File: src/hdl/pairwise_collision_velocity_resolver_core_assert.svh
// Assertion macros shared by the resolver RTL
`ifndef PAIRWISE_COLLISION_VELOCITY_RESOLVER_CORE_ASSERT_SVH
`define PAIRWISE_COLLISION_VELOCITY_RESOLVER_CORE_ASSERT_SVH
`ifndef NO_ASSERTIONS
// same-cycle implication
`define PCVR_ASSERT_IMP(lbl, clk, rstn, ante, cons) \
  lbl: assert property (@(posedge clk) disable iff (!rstn) (ante) |-> (cons)) \
    else $error("pcvr assertion failed");
// next-cycle implication
`define PCVR_ASSERT_NXT(lbl, clk, rstn, ante, cons) \
  lbl: assert property (@(posedge clk) disable iff (!rstn) (ante) |=> (cons)) \
    else $error("pcvr assertion failed");
`else
`define PCVR_ASSERT_IMP(lbl, clk, rstn, ante, cons)
`define PCVR_ASSERT_NXT(lbl, clk, rstn, ante, cons)
`endif
`endif

File: src/hdl/pcvr_pkg.sv
// Shared types and constants of the collision velocity resolver
package pcvr_pkg;
  localparam int BODY_COUNT = 256;
  localparam int IDX_W      = $clog2(BODY_COUNT);
  localparam int DATA_W     = 32;
  localparam int REST_W     = 17;
  localparam int ONE_Q16    = 65536;
  localparam int QDEPTH     = 2;
  localparam int QPTR_W     = $clog2(QDEPTH);
  localparam int QCNT_W     = $clog2(QDEPTH + 1);

  typedef enum logic [1:0] {
    CMD_WRITE   = 2'd0,
    CMD_RESOLVE = 2'd1,
    CMD_READ    = 2'd2,
    CMD_NOP     = 2'd3
  } cmd_e;

  typedef struct packed {
    cmd_e                     op;
    logic [IDX_W-1:0]         idx_a;
    logic [IDX_W-1:0]         idx_b;
    logic signed [DATA_W-1:0] pos_x;
    logic signed [DATA_W-1:0] pos_y;
    logic signed [DATA_W-1:0] pos_z;
    logic signed [DATA_W-1:0] vel_x;
    logic signed [DATA_W-1:0] vel_y;
    logic signed [DATA_W-1:0] vel_z;
    logic [DATA_W-1:0]        mass;
  } job_t;

  typedef struct packed {
    logic signed [DATA_W-1:0] a_x;
    logic signed [DATA_W-1:0] a_y;
    logic signed [DATA_W-1:0] a_z;
    logic signed [DATA_W-1:0] b_x;
    logic signed [DATA_W-1:0] b_y;
    logic signed [DATA_W-1:0] b_z;
    logic                     sat;
  } res_t;
endpackage

File: src/hdl/pcvr_if.sv
// Valid/ready channel interfaces for command input and result output
interface pcvr_in_if import pcvr_pkg::*; ();
  logic                     valid;
  logic                     ready;
  logic [1:0]               cmd;
  logic [7:0]               index_a;
  logic [7:0]               index_b;
  logic signed [DATA_W-1:0] pos_x;
  logic signed [DATA_W-1:0] pos_y;
  logic signed [DATA_W-1:0] pos_z;
  logic signed [DATA_W-1:0] vel_x;
  logic signed [DATA_W-1:0] vel_y;
  logic signed [DATA_W-1:0] vel_z;
  logic [DATA_W-1:0]        mass;
  modport source (output valid, cmd, index_a, index_b, pos_x, pos_y, pos_z,
                  vel_x, vel_y, vel_z, mass, input ready);
  modport sink (input valid, cmd, index_a, index_b, pos_x, pos_y, pos_z,
                vel_x, vel_y, vel_z, mass, output ready);
endinterface


File: src/hdl/pcvr_front.sv
// Front end: accept commands, drop no-ops, queue jobs for the back end
module pcvr_front import pcvr_pkg::*; (
  input  logic         clk_i,
  input  logic         rst_ni,
  pcvr_in_if.sink      in_i,
  output job_t         job_o,
  output logic         job_valid_o,
  input  logic         job_pop_i
);
  job_t              entries_q [QDEPTH];
  logic [QPTR_W-1:0] wr_ptr_q, rd_ptr_q;
  logic [QCNT_W-1:0] count_q;
  logic              accept, push;
  job_t              job_in;

  assign in_i.ready = count_q != QCNT_W'(QDEPTH);
  assign accept     = in_i.valid && in_i.ready;
  assign push       = accept && (cmd_e'(in_i.cmd) != CMD_NOP);

  always_comb begin
    job_in.op    = cmd_e'(in_i.cmd);
    job_in.idx_a = in_i.index_a[IDX_W-1:0];
    job_in.idx_b = in_i.index_b[IDX_W-1:0];
    job_in.pos_x = in_i.pos_x;
    job_in.pos_y = in_i.pos_y;
    job_in.pos_z = in_i.pos_z;
    job_in.vel_x = in_i.vel_x;
    job_in.vel_y = in_i.vel_y;
    job_in.vel_z = in_i.vel_z;
    job_in.mass  = in_i.mass;
  end

  always_ff @(posedge clk_i or negedge rst_ni) begin
    if (!rst_ni) begin
      wr_ptr_q <= '0;
      rd_ptr_q <= '0;
      count_q  <= '0;
    end else begin
      if (push) begin
        wr_ptr_q <= wr_ptr_q + 1'b1;
      end
      if (job_pop_i) begin
        rd_ptr_q <= rd_ptr_q + 1'b1;
      end
      case ({push, job_pop_i})
        2'b10:   count_q <= count_q + 1'b1;
        2'b01:   count_q <= count_q - 1'b1;
        default: count_q <= count_q;
      endcase
    end
  end

  always_ff @(posedge clk_i) begin
    if (push) begin
      entries_q[wr_ptr_q] <= job_in;
    end
  end

  assign job_o       = entries_q[rd_ptr_q];
  assign job_valid_o = count_q != '0;
endmodule

File: src/flat_wrapper.sv
// flat-port wrapper written by rule: the top's interface ports become plain ports
module pcvr_front_flat import pcvr_pkg::*;
  (clk_i, rst_ni, job_o, job_valid_o, job_pop_i, in_i_valid, in_i_cmd, in_i_index_a, in_i_index_b, in_i_pos_x, in_i_pos_y, in_i_pos_z, in_i_vel_x, in_i_vel_y, in_i_vel_z, in_i_mass, in_i_ready);
  pcvr_in_if in_i_i ();
  input  logic clk_i;
  input  logic rst_ni;
  output job_t job_o;
  output logic job_valid_o;
  input  logic job_pop_i;
  input wire logic [$bits(in_i_i.valid)-1:0] in_i_valid;
  input wire logic [$bits(in_i_i.cmd)-1:0] in_i_cmd;
  input wire logic [$bits(in_i_i.index_a)-1:0] in_i_index_a;
  input wire logic [$bits(in_i_i.index_b)-1:0] in_i_index_b;
  input wire logic [$bits(in_i_i.pos_x)-1:0] in_i_pos_x;
  input wire logic [$bits(in_i_i.pos_y)-1:0] in_i_pos_y;
  input wire logic [$bits(in_i_i.pos_z)-1:0] in_i_pos_z;
  input wire logic [$bits(in_i_i.vel_x)-1:0] in_i_vel_x;
  input wire logic [$bits(in_i_i.vel_y)-1:0] in_i_vel_y;
  input wire logic [$bits(in_i_i.vel_z)-1:0] in_i_vel_z;
  input wire logic [$bits(in_i_i.mass)-1:0] in_i_mass;
  output wire logic [$bits(in_i_i.ready)-1:0] in_i_ready;
  assign in_i_i.valid = in_i_valid;
  assign in_i_i.cmd = in_i_cmd;
  assign in_i_i.index_a = in_i_index_a;
  assign in_i_i.index_b = in_i_index_b;
  assign in_i_i.pos_x = in_i_pos_x;
  assign in_i_i.pos_y = in_i_pos_y;
  assign in_i_i.pos_z = in_i_pos_z;
  assign in_i_i.vel_x = in_i_vel_x;
  assign in_i_i.vel_y = in_i_vel_y;
  assign in_i_i.vel_z = in_i_vel_z;
  assign in_i_i.mass = in_i_mass;
  assign in_i_ready = in_i_i.ready;
  pcvr_front u_core (.clk_i(clk_i), .rst_ni(rst_ni), .in_i(in_i_i), .job_o(job_o), .job_valid_o(job_valid_o), .job_pop_i(job_pop_i));
endmodule
File: config.mk
export PLATFORM = sky130hd
export DESIGN_NAME = pcvr_front_flat
export DESIGN_NICKNAME = d
export VERILOG_FILES = /design/src/hdl/pairwise_collision_velocity_resolver_core_assert.svh /design/src/hdl/pcvr_pkg.sv /design/src/hdl/pcvr_if.sv /design/src/hdl/pcvr_front.sv /design/src/flat_wrapper.sv
export SDC_FILE = /design/constraint.sdc
export NUM_CORES = 1
export LEC_CHECK = 0
export BUFFER_PORTS_ARGS = -buffer_cell sky130_fd_sc_hd__clkbuf_2
export CAP_MARGIN = 0
export CORE_AREA = 2 2 192 194
export CTS_BUF_LIST = sky130_fd_sc_hd__clkbuf_16
export DETAILED_ROUTE_END_ITERATION = 12
export DIE_AREA = 0 0 194 196
export PLACE_DENSITY = 0.78
export SYNTH_ARGS = -nofsm -noshare
export SYNTH_HDL_FRONTEND = slang
export SYNTH_SLANG_ARGS = --single-unit
export TNS_END_PERCENT = 100
File: constraint.sdc
create_clock -name clk_i -period 28.1 [get_ports clk_i]
set_input_delay 7.025 -clock clk_i [delete_from_list [all_inputs] [get_ports clk_i]]
set_output_delay 7.025 -clock clk_i [all_outputs]
set_load 0.005 [all_outputs]
* Word level (Yosys, flattened, before mapping) *
Memory sizes are Yosys's and may differ from the RTL's.
Cells that the tools add are included.
W data, S select, Z words.

storage, ports and cells
  output and inout bits = 244
  input port bits = 246
  flip-flop bits (word level) = 4
  RAM bits = 484
  memories kept = 1
  word-level logic and storage cells = 19

operators by class
  mux-type cells = 3
  equality and inequality tests = 4
  add/sub/neg operators = 4
  reduce and logical (&&, ||, !) cells = 4

memory list
  name              words  width  read ports  clocked after Yosys merged registers in  write ports  line              text
  u_core.entries_q  2      242    1           0                                        1            pcvr_front.sv:10  job_t entries_q [QDEPTH];

operators with widths
  kind                   number
  $ne A2 B2 Y1 const B   2
  $pmux W2 S2            1
  $reduce_bool A2 Y1     2
  $add A1 B1 Y1 const B  2
  $add A2 B1 Y2 const B  1
  $eq A2 B1 Y1 const B   1
  $eq A2 B2 Y1 const B   1
  $logic_and A1 B1 Y1    2
  $mux W1                2
  $sub A2 B1 Y2 const B  1

* Longest topological paths before layout *
  depth in word-level cells = 5
  depth in mapped cells = 6
  mapped depth without buffers = 6

* Worst setup path before layout *
Ideal clock, no wire load.

  path kind = input to register
  start = input in_i_cmd[0]
  end = memory u_core.entries_q[0][0] (netlist name) (enable)
  required time = 27250 ps
  path slack = 9979 ps
  data arrival time = 17271 ps
  path buffers = 0
  cell stages on the path = 3
  cell sequence = nand2_1 -> nand3_1 -> nor2_1

between the ends
  longest elaborated chain between the ends = 4

RTL lines
  what                           line                text
  start, declared                flat_wrapper.sv:11  input wire logic [$bits(in_i_i.cmd)-1:0] in_i_cmd;
  $ne A2 B2 Y1                   pcvr_front.sv:18    assign push = accept && (cmd_e'(in_i.cmd) != CMD_NOP);
  $logic_and A1 B1 Y1            pcvr_front.sv:18
  $mux W1                        pcvr_front.sv:54    if (push) begin
  $mux W1 (not written as such)  pcvr_front.sv:55    entries_q[wr_ptr_q] <= job_in;
  end, declared                  pcvr_front.sv:10

Every way passes these cells.

==> run_results.csv <==
group,metric,value,unit
critical_path,cp.required,21.08,ns
clocking,cts_max_level,2,
global_routing,grt_pass1_vias,9407,
critical_path,critical_path_class,"register to primary output",
layout,area_delta_synth_final,24.0,%
critical_path,crit_family,"buffers and inverters",
route,ant_nets,0,
layout,layout.cells.non_filler,1797,
global_routing,grt_max_degree,82,
critical_path,cp.arrival,4.07,ns
layout,fin_util,63.1,%
logic_synthesis,syn-cell-area,0.0184,mm2
route,via_per_inst,5.09,
flow_run,drv_cap,0,
critical_path,path_depth,4,
clocking,cts-root-buf,"clkbuf_16",
critical_path,cpPeakStageDelay,1.18,ns
power,ir_worst_vdd,0.0809,mV
route,routedWlPerCell,21.0,um
critical_path,cp_cell_sequence,"buf_4 > buf_4 > mux2_4 > clkbuf_2",
critical_path,crit_slowest_cell,"dfrtp_4",
logic_synthesis,synth_area_leaders,"edfxtp_1, mux2_4, mux2_2, buf_6, dfrtp_1",
critical_path,reg2reg_depth,5,
placement,dpl_cell_area,0.0212,mm2
logic_synthesis,yosys_warnings,0,
critical_path,worstReg2RegStart,"u_core.count_q[0]",
clocking,cts_buffer_depth,3,
floorplanning,die_w,194,um
logic_synthesis,synthCells,771,
route,dr.first_iter.drc_count,541,
critical_path,cp_max_fo,78,
route,drc,0,
clocking,post_cts_resize_count,0,
placement,place_congestion,0.820,
logic_synthesis,synth_edf_count,484,
status,status,"completed",
layout,fillerInstances,2474,
power,power_leakage,9.09,nW
timing,setup_viol,0,
timing,fin_crit_sh,39.5,%
logic_synthesis,ys_seq_elements,488,
timing,clock-skew-final,0.0184,ns
floorplanning,rows,70,
logic_synthesis,ys.flop_type,"edfxtp_1",
worst_hold_path,min_from,"u_core.count_q[1]",
floorplanning,core_area,0.0361,mm2
timing,rsz0062_at_grt,"no",
logic_synthesis,ys_seq_area_share,79.7,%
logic_synthesis,synth_cell_types,15,
clocking,hold_buffers,0,
power,power_per_cell_area,99.0,mW/mm2
worst_hold_path,min_to,"u_core.count_q[1]",
route,vias,9142,
timing,drv_slew,0,
logic_synthesis,async_reset_ff_share,0.820,%
logic_synthesis,synth.top_cell.area_share,79.2,%
floorplanning,die_h,196,um
critical_path,path_buf_inv,3,
timing,fin_setup_tns,0,ns
global_routing,grt.total_usage,19.0,%
logic_synthesis,yosys.area.top_type,"edfxtp_1",
timing,tightestPinTransition,1.18,ns
clocking,path_clk_slew,0.06,ns
global_routing,grt_first_pass_wirelength,54400,um
logic_synthesis,avgSynthCellArea,23.8,um2
clocking,postCtsSetupBuffers,0,
layout,nets,1540,
logic_synthesis,synthesis.nets,1018,
timing,slew_headroom,21.1,%
layout,finalInstanceArea,0.0228,mm2
critical_path,crit_path_end_kind,"primary output",
clocking,cts_tree,"done",
critical_path,r2r_setup_slack,24.52,ns
floorplanning,dieArea,0.0380,mm2
floorplanning,ioPinCount,490,
floorplanning,start_util,50.9,%
critical_path,r2r_end,"u_core.entries_q[0][201]",
clocking,cts_buffers,48,
timing,hold_viol,0,
worst_hold_path,min_path_cells,1,
clocking,clock_latency,0.56,ns
critical_path,crit_top_cell,"buf_4",
timing,post-route-min-period,11.09,ns
worst_hold_path,hold_path.class,"register to register",
placement,placed_cells,1711,
clocking,clock_sinks,488,
placement,hpwlAfterDp,25900,um
global_routing,gr-total-overflow,0,
layout,drive_gt1_share,61.1,%
placement,io_buffer_count,489,
route,drt_pass1_iterations,4,
route,routed_wirelength,37800,um
global_routing,antenna_found_initial,5,
critical_path,critPathLaunchType,"register",
timing,fmax,0.0902,GHz
## cell families (layout without fill, tap and decap cells)
family / after synthesis / in the layout / synth area share, %
flip-flops: 488 / 488 / 79.7
multiplexers: 242 / 242 / 18.3
buffers and inverters: 28 / 581 / 1.44
AND/OR/NAND/NOR: 7 / 7 / 0.177
XOR/XNOR: 5 / 5 / 0.239
adder cells (fa/ha/maj): 1 / 1 / 0.0682
other: 0 / 5 / 0
## power by group
group	internal, mW	switching, mW	leakage, nW	total [mW]
Combinational	0.335	0.288	3.80	0.622
Sequential	0.955	0.0570	4.50	1.01
Clock	0.369	0.251	0.785	0.620
## per-stage QoR
step | power (mW) | hold slack [ns] | worst slack, ns
floorplan | 1.47 | 0.457 | 9.98
global placement | 1.64 | 0.485 | 17.64
detailed placement | 1.65 | 0.480 | 17.56
CTS | 2.28 | 0.494 | 16.93
global route | 2.34 | 0.519 | 16.78
finish | 2.25 | 0.494 | 17.01
## metal layers
layer  part of all wire [%]  vias up  track usage [%]  wire length (um)
met5                  0.034        -                0                13
met4                    4.0        2             10.4              1510
met2                     50      403             31.4             18900
met3                    7.6       89             5.50              2890
li1                       -     4136                -                 -
met1                     38     4512             22.7             14400
## sequential cells by signal (all words and copies together) (netlist names)
signal            cells
u_core.entries_q    484
u_core.rd_ptr_q       1
u_core.wr_ptr_q       1
u_core.count_q        2
## cell type report
| class | instances | area [um2] | area share, % |
|---|---|---|---|
| multi-input combinational | 255 | 3470 | 15.2 |
| sequential | 488 | 14600 | 64.3 |
| timing repair buffer | 499 | 2520 | 11.1 |
| tap | 468 | 586 | 2.57 |
| clock inverter | 32 | 298 | 1.31 |
| antenna | 5 | 12.5 | 0.0550 |
| clock buffer | 49 | 1230 | 5.39 |
| inverter | 1 | 3.75 | 0.0165 |
## Yosys cell counts, types with 2 or more instances
| master | instances |
|---|---|
| edfxtp_1 | 484 |
| mux2_4 | 170 |
| mux2_2 | 72 |
| buf_6 | 20 |
| buf_2 | 7 |
| dfrtp_1 | 4 |
| nor2_1 | 3 |
| xnor2_1 | 3 |
| xor2_1 | 2 |
## cells in the final DEF, fill, tap and decap left out
master	n
edfxtp_1	484
clkinvlp_4	2
nor2_1	1
or2_2	1
buf_4	10
nand3_1	1
clkbuf_16	49
nor2_4	2
clkinv_2	6
mux2_2	72
diode_2	5
nand2b_1	1
clkbuf_2	489
bufinv_16	6
mux2_4	170
xor2_1	2
nand2_1	1
inv_1	12
clkinv_1	6
ha_1	1
inv_6	1
dfrtp_4	1
dfrtp_1	3
xnor2_1	3
## how the worst max path moves through the flow
stage                     slack [ns]                     end       startpoint
after floorplan                 9.98  u_core.entries_q[0][0]      in_i_cmd[0]
after global placement         17.64               job_o[84]  u_core.rd_ptr_q
after detailed placement       17.56              job_o[137]  u_core.rd_ptr_q
after CTS                      16.93               job_o[85]  u_core.rd_ptr_q
after global routing           16.78               job_o[85]  u_core.rd_ptr_q
final                          17.01               job_o[88]  u_core.rd_ptr_q
Note: power is estimated with default switching activity, not from simulation.
